File: config.mk
export PLATFORM = sky130hd
export DESIGN_NAME = cursor_array_list_unit
export DESIGN_NICKNAME = d
export VERILOG_FILES = /design/src/sv/cal_pkg.sv /design/src/sv/cursor_array_list_unit.sv /design/src/sv/cal_ram.sv
export SDC_FILE = /design/constraint.sdc
export NUM_CORES = 1
export LEC_CHECK = 0
export BUFFER_PORTS_ARGS = -buffer_cell sky130_fd_sc_hd__buf_2
export CAP_MARGIN = 0
export CELL_PAD_IN_SITES_DETAIL_PLACEMENT = 1
export CELL_PAD_IN_SITES_GLOBAL_PLACEMENT = 2
export CORE_MARGIN = 1
export CORE_UTILIZATION = 30
export CTS_BUF_LIST = sky130_fd_sc_hd__clkbuf_16
export DETAILED_ROUTE_END_ITERATION = 8
export GPL_ROUTABILITY_DRIVEN = 0
export PLACE_DENSITY = 0.6
export SKIP_LAST_GASP = 1
export SYNTH_ARGS = -nofsm -noshare
export SYNTH_HDL_FRONTEND = slang
export SYNTH_SLANG_ARGS = --single-unit
export TNS_END_PERCENT = 50
File: constraint.sdc
create_clock -name clk -period 11.08 [get_ports clk]
set_clock_uncertainty 0.05 [all_clocks]
set_input_delay 2.77 -clock clk [delete_from_list [all_inputs] [get_ports clk]]
set_output_delay 2.77 -clock clk [all_outputs]
set_load 0.01 [all_outputs]
File: src/sv/cal_pkg.sv
// ---------------------------------------------------------------------------
// cal_pkg
// Shared defaults and codes for the cursor array list unit and its element RAM.
// ---------------------------------------------------------------------------
package cal_pkg;

  localparam int unsigned CAL_DEPTH      = 16;
  localparam int unsigned CAL_ELEM_WIDTH = 32;

  // request modes
  typedef enum logic [3:0] {
    M_READ  = 4'd0,
    M_PREV  = 4'd1,
    M_NEXT  = 4'd2,
    M_FIRST = 4'd3,
    M_LAST  = 4'd4,
    M_DEL   = 4'd5,
    M_INS_B = 4'd6,
    M_INS_A = 4'd7,
    M_INDEX = 4'd8
  } cal_mode_t;

  // result status
  typedef enum logic [1:0] {
    ST_OK    = 2'd0,
    ST_EMPTY = 2'd1,
    ST_FULL  = 2'd2,
    ST_RANGE = 2'd3
  } cal_status_t;

endpackage

File: src/sv/cursor_array_list_unit.sv
// ---------------------------------------------------------------------------
// cursor_array_list_unit
// Ordered list of up to DEPTH words with a cursor, held in one RAM.
// ---------------------------------------------------------------------------
// One item is handled at a time. Read, prev, next, first, last and index read
// pass through decode, a RAM read, capture and emit; non-insert requests on an
// empty list, a full-store insert, an out-of-range index and unknown modes go
// from decode straight to emit. Delete and insert move the later elements
// through the single RAM port pair, one element per cycle, shifting up to
// DEPTH - 1 elements; an insert then writes the new word. The result sits
// in an output register; the next item is taken as soon as the unit is
// back in idle, even while that result still waits to be taken.
module cursor_array_list_unit
  import cal_pkg::*;
#(
  parameter int unsigned DEPTH      = CAL_DEPTH,
  parameter int unsigned ELEM_WIDTH = CAL_ELEM_WIDTH
) (
  input  logic        clk,
  input  logic        rst_n,
  input  logic        in_valid,
  output logic        in_stall,
  input  logic [3:0]  in_mode,
  input  logic [31:0] in_value,
  input  logic [3:0]  in_index,
  output logic        out_valid,
  input  logic        out_stall,
  output logic [31:0] out_data,
  output logic [1:0]  out_status,
  output logic        out_moved,
  output logic [4:0]  out_length,
  output logic [3:0]  out_position
);

  localparam int unsigned IDX_W = $clog2(DEPTH);
  localparam int unsigned CNT_W = $clog2(DEPTH + 1);
  localparam int unsigned CMP_W = (CNT_W > 4) ? CNT_W : 4;
  localparam int unsigned DW    = (ELEM_WIDTH > 32) ? ELEM_WIDTH : 32;
  localparam int unsigned LW    = (CNT_W > 5) ? CNT_W : 5;
  localparam int unsigned PW    = (IDX_W > 4) ? IDX_W : 4;

  typedef enum logic [2:0] {
    S_IDLE, S_DECODE, S_SHIFT, S_WORD, S_READ, S_CAPT, S_EMIT
  } state_t;

  state_t                state_r, state_nxt;
  logic [CNT_W-1:0]      count_r, count_nxt;
  logic [IDX_W-1:0]      cur_r, cur_nxt;
  logic [3:0]            mode_r, mode_nxt;
  logic [ELEM_WIDTH-1:0] word_r, word_nxt;
  logic [3:0]            idx_r, idx_nxt;
  logic [CNT_W-1:0]      n_r, n_nxt;
  logic [IDX_W-1:0]      src_r, src_nxt;
  logic [IDX_W-1:0]      wa_r, wa_nxt;
  logic [IDX_W-1:0]      slot_r, slot_nxt;
  logic                  pend_r, pend_nxt;
  logic                  del_r, del_nxt;
  logic [ELEM_WIDTH-1:0] res_data_r, res_data_nxt;
  logic [1:0]            res_status_r, res_status_nxt;
  logic                  res_moved_r, res_moved_nxt;
  logic                  out_valid_r, out_valid_nxt;
  logic [ELEM_WIDTH-1:0] out_data_r, out_data_nxt;
  logic [1:0]            out_status_r, out_status_nxt;
  logic                  out_moved_r, out_moved_nxt;
  logic [CNT_W-1:0]      out_len_r, out_len_nxt;
  logic [IDX_W-1:0]      out_pos_r, out_pos_nxt;

  logic                  ram_we;
  logic [IDX_W-1:0]      ram_waddr;
  logic [ELEM_WIDTH-1:0] ram_wdata;
  logic [IDX_W-1:0]      ram_raddr;
  logic [ELEM_WIDTH-1:0] ram_rdata;

  logic                  empty;
  logic [CNT_W-1:0]      cur_ext;
  logic [CNT_W-1:0]      slot_ext;
  logic [CNT_W-1:0]      newc;
  logic [CMP_W-1:0]      idx_cmp;
  logic [DW-1:0]         value_ext;
  logic [DW-1:0]         data_ext;
  logic [LW-1:0]         len_ext;
  logic [PW-1:0]         pos_ext;

  cal_ram #(
    .DEPTH      (DEPTH),
    .ELEM_WIDTH (ELEM_WIDTH),
    .ADDR_W     (IDX_W)
  ) u_ram (
    .clk   (clk),
    .we    (ram_we),
    .waddr (ram_waddr),
    .wdata (ram_wdata),
    .raddr (ram_raddr),
    .rdata (ram_rdata)
  );

  assign in_stall  = (state_r != S_IDLE);
  assign value_ext = DW'(in_value);
  assign empty     = (count_r == '0);
  assign cur_ext   = CNT_W'(cur_r);
  assign idx_cmp   = CMP_W'(idx_r);
  assign newc      = count_r - CNT_W'(1);

  always_comb begin
    state_nxt      = state_r;
    count_nxt      = count_r;
    cur_nxt        = cur_r;
    mode_nxt       = mode_r;
    word_nxt       = word_r;
    idx_nxt        = idx_r;
    n_nxt          = n_r;
    src_nxt        = src_r;
    wa_nxt         = wa_r;
    slot_nxt       = slot_r;
    pend_nxt       = pend_r;
    del_nxt        = del_r;
    res_data_nxt   = res_data_r;
    res_status_nxt = res_status_r;
    res_moved_nxt  = res_moved_r;
    out_valid_nxt  = out_valid_r && out_stall;
    out_data_nxt   = out_data_r;
    out_status_nxt = out_status_r;
    out_moved_nxt  = out_moved_r;
    out_len_nxt    = out_len_r;
    out_pos_nxt    = out_pos_r;
    ram_we         = 1'b0;
    ram_waddr      = wa_r;
    ram_wdata      = ram_rdata;
    ram_raddr      = cur_r;
    slot_ext       = '0;

    case (state_r)
      S_IDLE: begin
        if (in_valid) begin
          mode_nxt  = in_mode;
          word_nxt  = value_ext[ELEM_WIDTH-1:0];
          idx_nxt   = in_index;
          state_nxt = S_DECODE;
        end
      end

      S_DECODE: begin
        res_status_nxt = ST_OK;
        res_moved_nxt  = 1'b0;
        res_data_nxt   = '0;
        pend_nxt       = 1'b0;
        state_nxt      = S_READ;
        if (empty && (mode_r <= M_DEL || mode_r == M_INDEX)) begin
          res_status_nxt = ST_EMPTY;
          state_nxt      = S_EMIT;
        end else begin
          case (mode_r)
            M_READ: ;
            M_PREV: begin
              if (cur_r != '0) begin
                cur_nxt       = cur_r - IDX_W'(1);
                res_moved_nxt = 1'b1;
              end
            end
            M_NEXT: begin
              if (CNT_W'(cur_ext + CNT_W'(1)) < count_r) begin
                cur_nxt       = cur_r + IDX_W'(1);
                res_moved_nxt = 1'b1;
              end
            end
            M_FIRST: cur_nxt = '0;
            M_LAST:  cur_nxt = IDX_W'(newc);
            M_DEL: begin
              // close the gap: move cursor+1 .. count-1 down by one
              n_nxt     = newc - cur_ext;
              src_nxt   = IDX_W'(cur_ext + CNT_W'(1));
              del_nxt   = 1'b1;
              state_nxt = S_SHIFT;
            end
            M_INS_B, M_INS_A: begin
              if (count_r >= CNT_W'(DEPTH)) begin
                res_status_nxt = ST_FULL;
                state_nxt      = S_EMIT;
              end else begin
                if (empty) begin
                  slot_ext = '0;
                end else if (mode_r == M_INS_B) begin
                  slot_ext = cur_ext;
                end else begin
                  slot_ext = CNT_W'(cur_ext + CNT_W'(1));
                end
                // open a gap: move count-1 down to slot up by one
                n_nxt     = count_r - slot_ext;
                src_nxt   = IDX_W'(newc);
                slot_nxt  = IDX_W'(slot_ext);
                del_nxt   = 1'b0;
                state_nxt = S_SHIFT;
              end
            end
            M_INDEX: begin
              if (!(idx_cmp < CMP_W'(count_r))) begin
                res_status_nxt = ST_RANGE;
                state_nxt      = S_EMIT;
              end
            end
            default: state_nxt = S_EMIT;
          endcase
        end
      end

      S_SHIFT: begin
        // write back the word read last cycle while fetching the next one
        ram_we    = pend_r;
        ram_waddr = wa_r;
        ram_wdata = ram_rdata;
        ram_raddr = src_r;
        if (n_r != '0) begin
          pend_nxt = 1'b1;
          wa_nxt   = del_r ? (src_r - IDX_W'(1)) : (src_r + IDX_W'(1));
          src_nxt  = del_r ? (src_r + IDX_W'(1)) : (src_r - IDX_W'(1));
          n_nxt    = n_r - CNT_W'(1);
        end else begin
          pend_nxt = 1'b0;
          if (!pend_r) begin
            if (!del_r) begin
              state_nxt = S_WORD;
            end else begin
              count_nxt = newc;
              if (newc == '0) begin
                cur_nxt   = '0;
                state_nxt = S_EMIT;
              end else begin
                if (cur_ext >= newc) begin
                  cur_nxt = IDX_W'(newc - CNT_W'(1));
                end
                state_nxt = S_READ;
              end
            end
          end
        end
      end

      S_WORD: begin
        ram_we    = 1'b1;
        ram_waddr = slot_r;
        ram_wdata = word_r;
        count_nxt = count_r + CNT_W'(1);
        if (empty) begin
          cur_nxt = '0;
        end else if (mode_r == M_INS_B) begin
          cur_nxt = cur_r + IDX_W'(1);
        end
        state_nxt = S_READ;
      end

      S_READ: begin
        ram_raddr = (mode_r == M_INDEX) ? IDX_W'(idx_cmp) : cur_r;
        state_nxt = S_CAPT;
      end

      S_CAPT: begin
        res_data_nxt = ram_rdata;
        state_nxt    = S_EMIT;
      end

      S_EMIT: begin
        if (!out_valid_r || !out_stall) begin
          out_valid_nxt  = 1'b1;
          out_data_nxt   = res_data_r;
          out_status_nxt = res_status_r;
          out_moved_nxt  = res_moved_r;
          out_len_nxt    = count_r;
          out_pos_nxt    = cur_r;
          state_nxt      = S_IDLE;
        end
      end

      default: state_nxt = S_IDLE;
    endcase
  end

  always_ff @(posedge clk) begin
    if (!rst_n) begin
      state_r     <= S_IDLE;
      count_r     <= '0;
      cur_r       <= '0;
      pend_r      <= 1'b0;
      out_valid_r <= 1'b0;
    end else begin
      state_r      <= state_nxt;
      count_r      <= count_nxt;
      cur_r        <= cur_nxt;
      pend_r       <= pend_nxt;
      out_valid_r  <= out_valid_nxt;
      mode_r       <= mode_nxt;
      word_r       <= word_nxt;
      idx_r        <= idx_nxt;
      n_r          <= n_nxt;
      src_r        <= src_nxt;
      wa_r         <= wa_nxt;
      slot_r       <= slot_nxt;
      del_r        <= del_nxt;
      res_data_r   <= res_data_nxt;
      res_status_r <= res_status_nxt;
      res_moved_r  <= res_moved_nxt;
      out_data_r   <= out_data_nxt;
      out_status_r <= out_status_nxt;
      out_moved_r  <= out_moved_nxt;
      out_len_r    <= out_len_nxt;
      out_pos_r    <= out_pos_nxt;
    end
  end

  assign data_ext     = DW'(out_data_r);
  assign len_ext      = LW'(out_len_r);
  assign pos_ext      = PW'(out_pos_r);
  assign out_valid    = out_valid_r;
  assign out_data     = data_ext[31:0];
  assign out_status   = out_status_r;
  assign out_moved    = out_moved_r;
  assign out_length   = len_ext[4:0];
  assign out_position = pos_ext[3:0];

  a_count_bound: assert property (@(posedge clk) disable iff (!rst_n)
    count_r <= CNT_W'(DEPTH))
    else $error("element count above depth");

  a_cursor_in_list: assert property (@(posedge clk) disable iff (!rst_n)
    (count_r == '0) ? (cur_r == '0) : (cur_ext < count_r))
    else $error("cursor outside the list");

  a_count_step: assert property (@(posedge clk) disable iff (!rst_n)
    (count_r != $past(count_r)) |->
      (count_r == CNT_W'($past(count_r) + CNT_W'(1)) ||
       CNT_W'(count_r + CNT_W'(1)) == $past(count_r)))
    else $error("element count changed by more than one");

  a_shift_write_in_list: assert property (@(posedge clk) disable iff (!rst_n)
    (state_r == S_SHIFT && pend_r) |-> (CNT_W'(wa_r) <= count_r))
    else $error("shift writes beyond the list");

endmodule

File: src/sv/cal_ram.sv
// ---------------------------------------------------------------------------
// cal_ram
// Element store: one write port, one read port, read data registered.
// A read and a write to the same address on one edge return the old word.
// ---------------------------------------------------------------------------
module cal_ram
  import cal_pkg::*;
#(
  parameter int unsigned DEPTH      = CAL_DEPTH,
  parameter int unsigned ELEM_WIDTH = CAL_ELEM_WIDTH,
  parameter int unsigned ADDR_W     = $clog2(CAL_DEPTH)
) (
  input  logic                  clk,
  input  logic                  we,
  input  logic [ADDR_W-1:0]     waddr,
  input  logic [ELEM_WIDTH-1:0] wdata,
  input  logic [ADDR_W-1:0]     raddr,
  output logic [ELEM_WIDTH-1:0] rdata
);

  logic [ELEM_WIDTH-1:0] mem [DEPTH];

  always_ff @(posedge clk) begin
    if (we) begin
      mem[waddr] <= wdata;
    end
    rdata <= mem[raddr];
  end

endmodule

==> impl_metrics.prom, run 1 <==
# TYPE chip_impl_metric gauge
chip_impl_info{name="run_status",value="completed"} 1
chip_impl_metric{name="power_dens_cells",unit="nW/um^2"} 212
chip_impl_metric{name="io_pins",unit=""} 90
chip_impl_metric{name="global_routing_usage_summed_across_all_routing_layers",unit="%"} 15.7
chip_impl_metric{name="num_clock_sinks",unit=""} 695
chip_impl_metric{name="dieHeight",unit="um"} 304
chip_impl_metric{name="initial_utilization",unit="%"} 30.4
chip_impl_metric{name="post_cts_buffers",unit=""} 0
chip_impl_info{name="hp-class",value="reg -> reg"} 1
chip_impl_info{name="worstSetupEndpointType",value="output pin"} 1
chip_impl_metric{name="async_reset_ff_share",unit="%"} 0
chip_impl_metric{name="via_density_per_instance",unit=""} 4.87
chip_impl_metric{name="vdd.ir_drop.worst",unit="uV"} 100
chip_impl_metric{name="synth_top_cell_area_share",unit="%"} 71.2
chip_impl_metric{name="post_synth_inst_count",unit=""} 1680
chip_impl_metric{name="gr-total-overflow",unit=""} 0
chip_impl_metric{name="wl_per_cell",unit="um"} 24.0
chip_impl_metric{name="critPathMaxFanout",unit=""} 43
chip_impl_metric{name="areaGrowthSynthToFinish",unit="%"} 15.7
chip_impl_metric{name="critPathArrivalTime",unit="ps"} 2450
chip_impl_metric{name="via_count_of_the_first_global_routing_pass",unit=""} 15700
chip_impl_metric{name="worst_slew_pin_slew",unit="ps"} 1170
chip_impl_metric{name="drtIter0Drc",unit=""} 962
chip_impl_metric{name="yosys_register_bits",unit=""} 695
chip_impl_metric{name="maxCapViolations",unit=""} 0
chip_impl_info{name="most_frequently_used_cell_type_in_the_post_synthesis_netlist",value="edfxtp_1"} 1
chip_impl_metric{name="drtPass1Iterations",unit=""} 5
chip_impl_info{name="cts_tree",value="yes"} 1
chip_impl_info{name="critical_path.slowest_cell",value="dfxtp_2"} 1
chip_impl_info{name="crit_path_start_kind",value="flop"} 1
chip_impl_metric{name="die_w",unit="um"} 304
chip_impl_metric{name="die_area",unit="um^2"} 92400
chip_impl_info{name="startpoint",value="state_r[2]$_SDFFE_PN0P_"} 1
chip_impl_info{name="cp_top_family",value="flip-flops"} 1
chip_impl_metric{name="yosys_warnings",unit=""} 0
chip_impl_metric{name="global_route_wire_length_before_repair",unit="um"} 107000
chip_impl_metric{name="post-route-drc-count",unit=""} 0
chip_impl_info{name="grt_setup_unrepaired",value="false"} 1
chip_impl_metric{name="maxSlewHeadroom",unit="%"} 20.9
chip_impl_metric{name="timing.final.max_slew_violations",unit=""} 0
chip_impl_metric{name="critPathRequiredTime",unit="ps"} 8260
chip_impl_metric{name="cts_resized",unit=""} 0
chip_impl_metric{name="worstSkewPairLatency",unit="ps"} 630
chip_impl_metric{name="numCtsBuffers",unit=""} 77
chip_impl_info{name="critical_path_cell_by_cell",value="inv_1, nand2_1, buf_2"} 1
chip_impl_info{name="clk_root_buffer_cell",value="clkbuf_16"} 1
chip_impl_info{name="worstSetupPathType",value="reg -> out"} 1
chip_impl_metric{name="post_synth.cell_area_avg",unit="um^2"} 16.3
chip_impl_metric{name="detailroute.via_count",unit=""} 14800
chip_impl_metric{name="largest_net_degree_at_the_start_of_global_routing",unit=""} 61
chip_impl_metric{name="sum_of_buffers_and_inverters_on_the_critical_path",unit=""} 2
chip_impl_metric{name="stage_delay_of_the_slowest_cell_on_the_critical_path",unit="ps"} 990
chip_impl_metric{name="synthDistinctLibCells",unit=""} 54
chip_impl_metric{name="max_freq",unit="MHz"} 190
chip_impl_info{name="source_of_the_worst_hold_timing_path",value="res_data_r[12]$_SDFFCE_PP0P_"} 1
chip_impl_metric{name="synth.net_count",unit=""} 1750
chip_impl_metric{name="report.final.hold_viol_count",unit=""} 0
chip_impl_metric{name="core.rowCount",unit=""} 110
chip_impl_metric{name="drive_gt1_share",unit="%"} 13.7
chip_impl_metric{name="setup_violations",unit=""} 0
chip_impl_metric{name="synth_seq_area_share",unit="%"} 74.6
chip_impl_metric{name="totalWireLength",unit="um"} 73000
chip_impl_metric{name="numPortBuffers",unit=""} 89
chip_impl_metric{name="synth-edff-count",unit=""} 649
chip_impl_metric{name="grt_antenna_before_repair",unit=""} 2
chip_impl_metric{name="clk_pin_slew_worst_paths",unit="ps"} 60
chip_impl_metric{name="final_period_minus_worst_setup_slack",unit="ps"} 5270
chip_impl_info{name="yosys_most_used_dff",value="edfxtp_1"} 1
chip_impl_info{name="ys_top_cells_by_count",value="649 x edfxtp_1, 266 x mux2i_1, 148 x nand2_1"} 1
chip_impl_metric{name="final_min_period_over_clock_period",unit="%"} 47.6
chip_impl_metric{name="syn_area",unit="um^2"} 27400
chip_impl_metric{name="design.core.area",unit="um^2"} 90100
chip_impl_metric{name="static-leakage-power",unit="nW"} 10.6
chip_impl_info{name="synth.top_cells.by_area",value="edfxtp_1 71%, mux2i_1 9.7%, dfxtp_1 3.4%"} 1
chip_impl_metric{name="clock_tree.buffer_depth",unit=""} 3
chip_impl_metric{name="tns",unit="ps"} 0
chip_impl_metric{name="antenna_violating_nets_post_route",unit=""} 0
chip_impl_info{name="worstReg2RegStart",value="state_r[2]$_SDFFE_PN0P_"} 1
chip_impl_metric{name="dpl.hpwl",unit="um"} 40500
chip_impl_metric{name="cts.htree.levels",unit=""} 3
chip_impl_info{name="yosys.area.top_type",value="edfxtp_1"} 1
chip_impl_metric{name="cts_hold_repair.buffers",unit=""} 0
chip_impl_metric{name="fin_worst_hold_slack",unit="ps"} 360
chip_impl_metric{name="nets_finish",unit=""} 1866
-- where the power goes --
part / switching (mW) / internal [mW]
Sequential: 0.0784 / 3.24
Clock: 1.06 / 1.42
Combinational: 0.634 / 0.284
-- worst paths after layout --
| kind | cells after the start | end | slack, ps |
|---|---|---|---|
| setup / recovery | 3 | in_stall | 5810 |
| hold / removal | 0 | out_data[12]$_DFFE_PP_ | 360 |
| setup reg to reg | 9 | u_ram.rdata[16]$_DFF_P_ | 5920 |
| hold reg to reg | 0 | out_data[12]$_DFFE_PP_ | 360 |
-- logic make-up after synthesis --
| kind of cell | synth area share [%] |
|---|---|
| adders and majority gates | 1.24 |
| muxes | 9.73 |
| xor gates and xnor gates | 0.992 |
| buffers and inverters | 2.30 |
| AOI/OAI and AO/OA | 4.98 |
| and+or+nand+nor | 6.16 |
| DFF | 74.6 |
-- final cells by class --
class	count	area, um^2
well taps	1176	1470
inverters	30	113
fillers	9071	58500
clock inverters	66	542
repair buffers	124	708
multi-input cells	868	6490
diodes	2	5.00
flip-flops and latches	695	20400
clock buffers	77	1930
-- through the flow --
step	area, um^2	setup WS [ps]	utilization, %	power [mW]	std cells
finish	31700	5810	35.1	6.72	3038
global route	31700	5650	35.1	6.99	3036
CTS	31700	5760	35.1	6.81	3036
detailed placement	29200	5920	32.4	4.30	2893
global placement	29200	6070	32.4	4.26	2893
floorplan	27400	4420	-	3.99	1680
-- sequential cells by signal, summed over array words and instances, names as in the netlist, 5 cells and up --
name,cells
count_r,5
n_r,5
out_data,32
out_length,5
res_data_r,32
u_ram.mem,512
u_ram.rdata,32
word_r,32
-- layer usage --
layer,wire length [um],GRT usage (%),vias to the layer above
li1,-,-,6765
met4,1720,4.73,0
met3,2240,2.20,105
met5,0,0,-
met2,35800,26.7,229
met1,33200,20.7,7711
-- cell usage in the layout, fill, tap and decap left out, drive strengths merged, types with 26 or more instances in the layout --
master,count
buf,124
mux2i,266
dfxtp,46
inv,63
edfxtp,649
or4,33
o22ai,130
clkbuf,77
clkinv,26
nand2,148
and3,40
nor2,39
Power figures use the tool's default switching activity.
==> inputs of run 2 (changes only) <==
==> constraint.sdc (replaced) <==
create_clock -name clk -period 5.1 [get_ports clk]
set_clock_uncertainty 0.05 [all_clocks]
set_input_delay 1.275 -clock clk [delete_from_list [all_inputs] [get_ports clk]]
set_output_delay 1.275 -clock clk [all_outputs]
set_load 0.01 [all_outputs]
==> run 2 against run 1 <==
Clock power grew 110%. Critical endpoint is now u_ram.rdata[11]$_DFF_P_. Design area up 0.25%. Worst setup slack got worse by 4800 ps. First-iteration DRC count is 5.5% higher. Sequential share of layout area shrank 0.16 points. Count of clock-buffer cells in the layout unchanged. Die area is the same. Sequential power increased by 120%. Power increased by 110%. Combinational power grew 130%. Core utilization rose by 0.086 points. Via count increased by 0.72%.
==> impl_metrics.prom, run 2 (synthesis results as in run 1) <==
# TYPE chip_impl_metric gauge
chip_impl_metric{name="dpl.hpwl",unit="um"} 43600
chip_impl_info{name="largest_register",value="u_ram.mem"} 1
chip_impl_metric{name="global_route_wire_length_before_repair",unit="um"} 108000
chip_impl_metric{name="worst_slack",unit="ps"} 1040
chip_impl_metric{name="via_density_per_instance",unit=""} 4.90
chip_impl_metric{name="maxSlewHeadroom",unit="%"} 24.2
chip_impl_info{name="critical_path_cell_by_cell",value="nor2b_1, nand2b_1, nor2_1, a221oi_1, nand3_2, o22ai_1, or4_1"} 1
chip_impl_metric{name="worst_slew_pin_slew",unit="ps"} 1120
chip_impl_info{name="final_common_cell",value="edfxtp_1"} 1
chip_impl_metric{name="report.final.hold_viol_count",unit=""} 0
chip_impl_metric{name="core.rowCount",unit=""} 110
chip_impl_metric{name="filler_cell_count",unit=""} 9081
chip_impl_metric{name="nets_finish",unit=""} 1879
chip_impl_metric{name="numPortBuffers",unit=""} 89
chip_impl_info{name="run_status",value="completed"} 1
chip_impl_info{name="worstSetupPathType",value="reg -> reg"} 1
chip_impl_metric{name="stage_delay_of_the_slowest_cell_on_the_critical_path",unit="ps"} 1050
chip_impl_metric{name="p_clk_share",unit="%"} 35.4
chip_impl_metric{name="flip_flop_count_of_the_largest_register_after_layout",unit=""} 512
chip_impl_metric{name="post-route-drc-count",unit=""} 0
chip_impl_metric{name="drive_gt1_share",unit="%"} 13.9
chip_impl_metric{name="clock_tree.buffer_depth",unit=""} 3
chip_impl_metric{name="die_area",unit="um^2"} 92400
chip_impl_metric{name="final_period_minus_worst_setup_slack",unit="ps"} 4060
chip_impl_metric{name="gr-total-overflow",unit=""} 0
chip_impl_metric{name="initial_utilization",unit="%"} 30.4
chip_impl_metric{name="totalWireLength",unit="um"} 72300
chip_impl_info{name="cts_tree",value="yes"} 1
chip_impl_metric{name="final_min_period_over_clock_period",unit="%"} 79.7
chip_impl_metric{name="setup_violations",unit=""} 0
chip_impl_info{name="mostFrequentLayoutCells",value="649 x edfxtp_1, 266 x mux2i_1, 147 x nand2_1, 130 x o22ai_1, 89 x buf_2"} 1
chip_impl_metric{name="reg2reg_setup_slack",unit="ps"} 1040
chip_impl_metric{name="switching_share",unit="%"} 26.8
chip_impl_metric{name="numCtsBuffers",unit=""} 77
chip_impl_metric{name="multi_input_comb_area",unit="um^2"} 6500
chip_impl_metric{name="worstSkewPairLatency",unit="ps"} 620
chip_impl_metric{name="dp_slack",unit="ps"} 1010
chip_impl_metric{name="largest_net_degree_at_the_start_of_global_routing",unit=""} 75
chip_impl_metric{name="place.detailed.instances",unit=""} 2906
chip_impl_metric{name="dieHeight",unit="um"} 304
chip_impl_metric{name="detailroute.via_count",unit=""} 14900
chip_impl_metric{name="drtPass1Iterations",unit=""} 5
chip_impl_metric{name="critPathRequiredTime",unit="ps"} 5610
chip_impl_metric{name="power.internal",unit="mW"} 10.6
chip_impl_metric{name="switchingPower",unit="mW"} 3.86
chip_impl_metric{name="wl_per_cell",unit="um"} 23.8
chip_impl_metric{name="post-layout-total-power",unit="mW"} 14.4
chip_impl_metric{name="cts_hold_repair.buffers",unit=""} 0
chip_impl_metric{name="die_w",unit="um"} 304
chip_impl_metric{name="power.sequential.fraction",unit="%"} 50.1
chip_impl_info{name="crit_path_start_kind",value="flop"} 1
chip_impl_metric{name="timing.final.max_slew_violations",unit=""} 0
chip_impl_metric{name="maxCapViolations",unit=""} 0
chip_impl_metric{name="post_cts_buffers",unit=""} 0
chip_impl_metric{name="drtIter0Drc",unit=""} 1015
chip_impl_info{name="hp-class",value="reg -> reg"} 1
chip_impl_info{name="worstSetupEndpointType",value="flop"} 1
chip_impl_metric{name="tns",unit="ps"} 0
chip_impl_metric{name="global_routing_usage_summed_across_all_routing_layers",unit="%"} 15.6
chip_impl_metric{name="grt_antenna_before_repair",unit=""} 3
chip_impl_metric{name="cts_resized",unit=""} 0
chip_impl_metric{name="seq_area",unit="um^2"} 20400
chip_impl_metric{name="vdd.ir_drop.worst",unit="uV"} 240
chip_impl_metric{name="num_clock_sinks",unit=""} 695
chip_impl_metric{name="worstHoldPathCells",unit=""} 0
chip_impl_metric{name="via_count_of_the_first_global_routing_pass",unit=""} 15900
chip_impl_metric{name="finalNonFillerCells",unit=""} 3045
chip_impl_metric{name="pwr-share-comb",unit="%"} 14.5
chip_impl_metric{name="fin_worst_hold_slack",unit="ps"} 358
chip_impl_metric{name="design.core.area",unit="um^2"} 90100
chip_impl_info{name="clk_root_buffer_cell",value="clkbuf_16"} 1
chip_impl_metric{name="power_dens_cells",unit="nW/um^2"} 455
chip_impl_metric{name="ff2ff_path_depth",unit=""} 7
chip_impl_metric{name="critPathArrivalTime",unit="ps"} 4570
chip_impl_metric{name="max_freq",unit="MHz"} 246
chip_impl_metric{name="critPathMaxFanout",unit=""} 43
chip_impl_metric{name="io_pins",unit=""} 90
chip_impl_metric{name="antenna_violating_nets_post_route",unit=""} 0
chip_impl_info{name="grt_setup_unrepaired",value="false"} 1
chip_impl_metric{name="clk_pin_slew_worst_paths",unit="ps"} 60
chip_impl_metric{name="static-leakage-power",unit="nW"} 10.6
chip_impl_metric{name="areaGrowthSynthToFinish",unit="%"} 16.0
chip_impl_info{name="critical_path.slowest_cell",value="dfxtp_2"} 1
chip_impl_metric{name="cts.htree.levels",unit=""} 3
run 2: cell count changes in the layout (fill, tap and decap cells not counted), moves of 2 or more:
| cell | change |
|---|---|
| buf_12 | +12 |
| bufinv_16 | -3 |
| clkinv_1 | +4 |
| clkinv_16 | -3 |
| clkinv_2 | -6 |
| inv_6 | +2 |
run 2: stage by stage:
stage / area [um^2] / util, %
global route: 31700 / 35.2
detailed placement: 29400 / 32.7
finish: 31700 / 35.2
global placement: 29400 / 32.7
CTS: 31700 / 35.2
floorplan: 27400 / -
run 2: per-layer routing:
layer  wire length [um]  up-vias  share of wire [%]  global-route usage (%)
met2              34500      241                 48                    25.6
met5                  0        -                  0                       0
met1              34300     7794                 47                    21.6
met3               2160       88                3.0                    2.09
met4               1380        0                1.9                    4.53
li1                   -     6794                  -                       -
run 2: layout make-up:
class | count | share of cell area, %
diodes | 1 | 0.00788
clock buffers | 77 | 6.07
clock inverters | 61 | 1.14
inverters | 30 | 0.355
multi-input cells | 868 | 20.5
flip-flops and latches | 695 | 64.3
well taps | 1176 | 4.64
repair buffers | 137 | 3.01
run 2: final timing paths:
check                                                  start                      end
worst min register to register  res_data_r[24]$_SDFFCE_PP0P_   out_data[24]$_DFFE_PP_
worst max-delay path                 state_r[2]$_SDFFE_PN0P_  u_ram.rdata[11]$_DFF_P_
worst min-delay path            res_data_r[24]$_SDFFCE_PP0P_   out_data[24]$_DFFE_PP_
worst max register to register       state_r[2]$_SDFFE_PN0P_  u_ram.rdata[11]$_DFF_P_
run 2: power by group through the flow:
stage               registers (mW)  logic, mW  clock network, mW
global placement              7.35       2.04                  0
detailed placement            7.35       2.12                  0
CTS                           7.24       2.12               5.28
global route                  7.25       2.29               5.46
floorplan                     7.20       1.45                  0
finish                        7.23       2.09               5.11
run 2: critical path, delay by kind of cell, from the launching register on:
family / cells / cell delay (ps)
flip-flops: 1 / 1050
AND/OR/NAND/NOR: 5 / 1870
AO/OA/AOI/OAI: 2 / 1020
==> inputs of run 3 (changes only) <==
--- a/config.mk
+++ b/config.mk
@@ -14,7 +14,7 @@
 export CTS_BUF_LIST = sky130_fd_sc_hd__clkbuf_16
 export DETAILED_ROUTE_END_ITERATION = 8
 export GPL_ROUTABILITY_DRIVEN = 0
-export PLACE_DENSITY = 0.6
+export PLACE_DENSITY = 0.62
 export SKIP_LAST_GASP = 1
 export SYNTH_ARGS = -nofsm -noshare
 export SYNTH_HDL_FRONTEND = slang
==> constraint.sdc (replaced) <==
create_clock -name clk -period 3.4 [get_ports clk]
set_clock_uncertainty 0.05 [all_clocks]
set_input_delay 0.85 -clock clk [delete_from_list [all_inputs] [get_ports clk]]
set_output_delay 0.85 -clock clk [all_outputs]
set_load 0.01 [all_outputs]
==> run 3 against run 2 <==
Combinational power increased by 56%. Power increased by 55%. Non-clock buffer count increased by 43. First-iteration DRC count decreased by 2.1%. Wire length increased by 3.6%. Register-to-register slack got worse by 910 ps. Cell count increased by 1.5%. Maximum frequency increased by 24%. Via count increased by 1.8%. Worst setup slack got worse by 910 ps.
==> impl_metrics.prom, run 3 (synthesis results as in run 1) <==
# TYPE chip_impl_metric gauge
chip_impl_metric{name="antenna_violating_nets_post_route",unit=""} 0
chip_impl_metric{name="areaGrowthSynthToFinish",unit="%"} 18.6
chip_impl_metric{name="grt_antenna_before_repair",unit=""} 3
chip_impl_info{name="worstSetupPathType",value="reg -> reg"} 1
chip_impl_metric{name="drive_gt1_share",unit="%"} 17.1
chip_impl_info{name="grt_setup_unrepaired",value="true"} 1
chip_impl_info{name="mostFrequentLayoutCells",value="649 x edfxtp_1, 266 x mux2i_1, 147 x nand2_1, 130 x o22ai_1, 89 x buf_2"} 1
chip_impl_info{name="crit_path_start_kind",value="flop"} 1
chip_impl_info{name="run_status",value="completed"} 1
chip_impl_metric{name="worstSkewPairLatency",unit="ps"} 620
chip_impl_info{name="cp_top_family",value="simple AND/OR/NAND/NOR gates"} 1
chip_impl_metric{name="place.detailed.instances",unit=""} 2949
chip_impl_metric{name="maxSlewHeadroom",unit="%"} 28.0
chip_impl_metric{name="post-layout-total-power",unit="mW"} 22.3
chip_impl_metric{name="dpl.hpwl",unit="um"} 44600
chip_impl_metric{name="core.rowCount",unit=""} 110
chip_impl_metric{name="switching_share",unit="%"} 26.1
chip_impl_metric{name="pwr-share-comb",unit="%"} 14.6
chip_impl_info{name="worstSetupEndpointType",value="flop"} 1
chip_impl_metric{name="critPathRequiredTime",unit="ps"} 3850
chip_impl_info{name="hp-class",value="in -> reg"} 1
chip_impl_metric{name="critPathArrivalTime",unit="ps"} 3720
chip_impl_metric{name="met1_length",unit="um"} 34100
chip_impl_metric{name="dp_slack",unit="ps"} 81.5
chip_impl_metric{name="sum_of_buffers_and_inverters_on_the_critical_path",unit=""} 2
chip_impl_metric{name="worst_slew_pin_slew",unit="ps"} 1070
chip_impl_metric{name="design.core.area",unit="um^2"} 90100
chip_impl_info{name="largest_register",value="u_ram.mem"} 1
chip_impl_info{name="critical_path_cell_by_cell",value="nor4b_4, and3_1, o311a_4, buf_12, buf_12, mux2i_1, o22ai_1, or4_1"} 1
chip_impl_info{name="crit_path_frequent_cell",value="buf_12"} 1
chip_impl_metric{name="via_density_per_instance",unit=""} 4.91
chip_impl_metric{name="drtIter0Drc",unit=""} 994
chip_impl_info{name="clk_root_buffer_cell",value="clkbuf_16"} 1
chip_impl_metric{name="numCtsBuffers",unit=""} 77
chip_impl_info{name="final_common_cell",value="edfxtp_1"} 1
chip_impl_metric{name="clk_pin_slew_worst_paths",unit="ps"} 60
chip_impl_metric{name="power.internal",unit="mW"} 16.5
chip_impl_metric{name="io_pins",unit=""} 90
chip_impl_metric{name="dieHeight",unit="um"} 304
chip_impl_metric{name="route.met3.wl",unit="um"} 3280
chip_impl_metric{name="numPortBuffers",unit=""} 89
chip_impl_metric{name="finalNonFillerCells",unit=""} 3091
chip_impl_metric{name="die_w",unit="um"} 304
chip_impl_metric{name="flip_flop_count_of_the_largest_register_after_layout",unit=""} 512
chip_impl_metric{name="drtPass1Iterations",unit=""} 5
chip_impl_metric{name="wl_met2",unit="um"} 35800
chip_impl_metric{name="setup_violations",unit=""} 0
chip_impl_metric{name="fin_area",unit="um^2"} 32400
chip_impl_metric{name="final_min_period_over_clock_period",unit="%"} 96.2
chip_impl_metric{name="placed_area",unit="um^2"} 29900
chip_impl_metric{name="maxCapViolations",unit=""} 0
chip_impl_metric{name="initial_utilization",unit="%"} 30.4
chip_impl_metric{name="gr-total-overflow",unit=""} 0
chip_impl_metric{name="via_count_of_the_first_global_routing_pass",unit=""} 16100
chip_impl_metric{name="timing.final.max_slew_violations",unit=""} 0
chip_impl_metric{name="nets_finish",unit=""} 1922
chip_impl_metric{name="switchingPower",unit="mW"} 5.81
chip_impl_metric{name="cts.htree.levels",unit=""} 3
chip_impl_metric{name="totalWireLength",unit="um"} 74900
chip_impl_metric{name="p_clk_share",unit="%"} 37.0
chip_impl_metric{name="wl_per_cell",unit="um"} 24.2
chip_impl_metric{name="multi_input_comb_area",unit="um^2"} 6500
chip_impl_info{name="critical_path.slowest_cell",value="edfxtp_1"} 1
chip_impl_metric{name="largest_net_degree_at_the_start_of_global_routing",unit=""} 61
chip_impl_metric{name="num_clock_sinks",unit=""} 695
chip_impl_metric{name="power.sequential.fraction",unit="%"} 48.4
chip_impl_metric{name="utilization",unit="%"} 36.0
chip_impl_metric{name="seq_area",unit="um^2"} 20400
chip_impl_metric{name="critPathMaxFanout",unit=""} 32
chip_impl_metric{name="detailroute.via_count",unit=""} 15200
chip_impl_metric{name="antennaDiodeCount",unit=""} 0
chip_impl_metric{name="stage_delay_of_the_slowest_cell_on_the_critical_path",unit="ps"} 550
chip_impl_metric{name="static-leakage-power",unit="nW"} 10.9
chip_impl_metric{name="power_dens_cells",unit="nW/um^2"} 687
chip_impl_metric{name="clock_tree.buffer_depth",unit=""} 3
chip_impl_metric{name="max_freq",unit="MHz"} 306
chip_impl_metric{name="global_routing_usage_summed_across_all_routing_layers",unit="%"} 16.1
chip_impl_metric{name="final_period_minus_worst_setup_slack",unit="ps"} 3270
chip_impl_metric{name="worst_slack",unit="ps"} 130
chip_impl_metric{name="die_area",unit="um^2"} 92400
chip_impl_metric{name="vdd.ir_drop.worst",unit="uV"} 314
chip_impl_metric{name="cts_hold_repair.buffers",unit=""} 0
chip_impl_metric{name="report.final.hold_viol_count",unit=""} 0
chip_impl_info{name="maxUsedRoutingLayer",value="met4"} 1
chip_impl_metric{name="post-route-drc-count",unit=""} 0
chip_impl_metric{name="filler_cell_count",unit=""} 9033
chip_impl_metric{name="global_route_wire_length_before_repair",unit="um"} 109000
chip_impl_info{name="cts_tree",value="yes"} 1
[run 3: cell types whose count changed in the layout (fill, tap and decap cells not counted), moves of 3 or more]
cell,before,now
buf_4,36,68
clkbuf_16,77,81
inv_6,4,1
buf_12,12,23
inv_1,59,44
clkinvlp_4,2,5
clkinv_2,3,17
bufinv_16,3,7
clkinv_1,18,13
[run 3: cell type report]
type	count	share of cell area, %
clock inverter	61	1.56
timing repair buffer	180	4.37
inverter	30	0.347
sequential	695	62.9
multi-input combinational	868	20.0
clock buffer	81	6.25
tap	1176	4.53
[run 3: metrics by stage]
| step | hold slack, ps | TNS (ps) |
|---|---|---|
| 2_1_floorplan | 350 | -8870 |
| 3_3_place_gp | 352 | 0 |
| 3_5_place_dp | 355 | 0 |
| 4_1_cts | 309 | 0 |
| 5_1_grt | 332 | -30.5 |
| 6_report | 355 | 0 |
[run 3: metal layers]
| metal | vias to the layer above | GRT usage (%) |
|---|---|---|
| li1 | 6891 | - |
| met4 | 0 | 5.16 |
| met3 | 105 | 2.44 |
| met5 | - | 0 |
| met1 | 7839 | 21.8 |
| met2 | 353 | 26.5 |
[run 3: final timing paths]
check                                            startpoint                       to  slack, ps  cells after the start
worst min-delay path                           in_value[25]     word_r[25]$_DFFE_PP_        350                      1
worst max-delay path                    mode_r[1]$_DFFE_PP_  u_ram.rdata[13]$_DFF_P_        130                      8
worst max register to register          mode_r[1]$_DFFE_PP_  u_ram.rdata[13]$_DFF_P_        130                      8
worst min register to register  res_data_r[5]$_SDFFCE_PP0P_    out_data[5]$_DFFE_PP_        370                      0
[run 3: timing repair]
action                                 CTS  global route
buffers inserted                         0             0
resized for setup                        0             2
endpoints found under the hold margin    0             0
setup endpoints to repair                0             3
[run 3: power groups by stage]
stage / Sequential, mW / Clock, mW / Combinational [mW]
5_1_grt: 10.8 / 8.77 / 3.54
6_report: 10.8 / 8.26 / 3.25
3_5_place_dp: 11.0 / 0 / 3.29
2_1_floorplan: 10.8 / 0 / 2.18
4_1_cts: 10.8 / 8.49 / 3.29
3_3_place_gp: 11.0 / 0 / 3.16
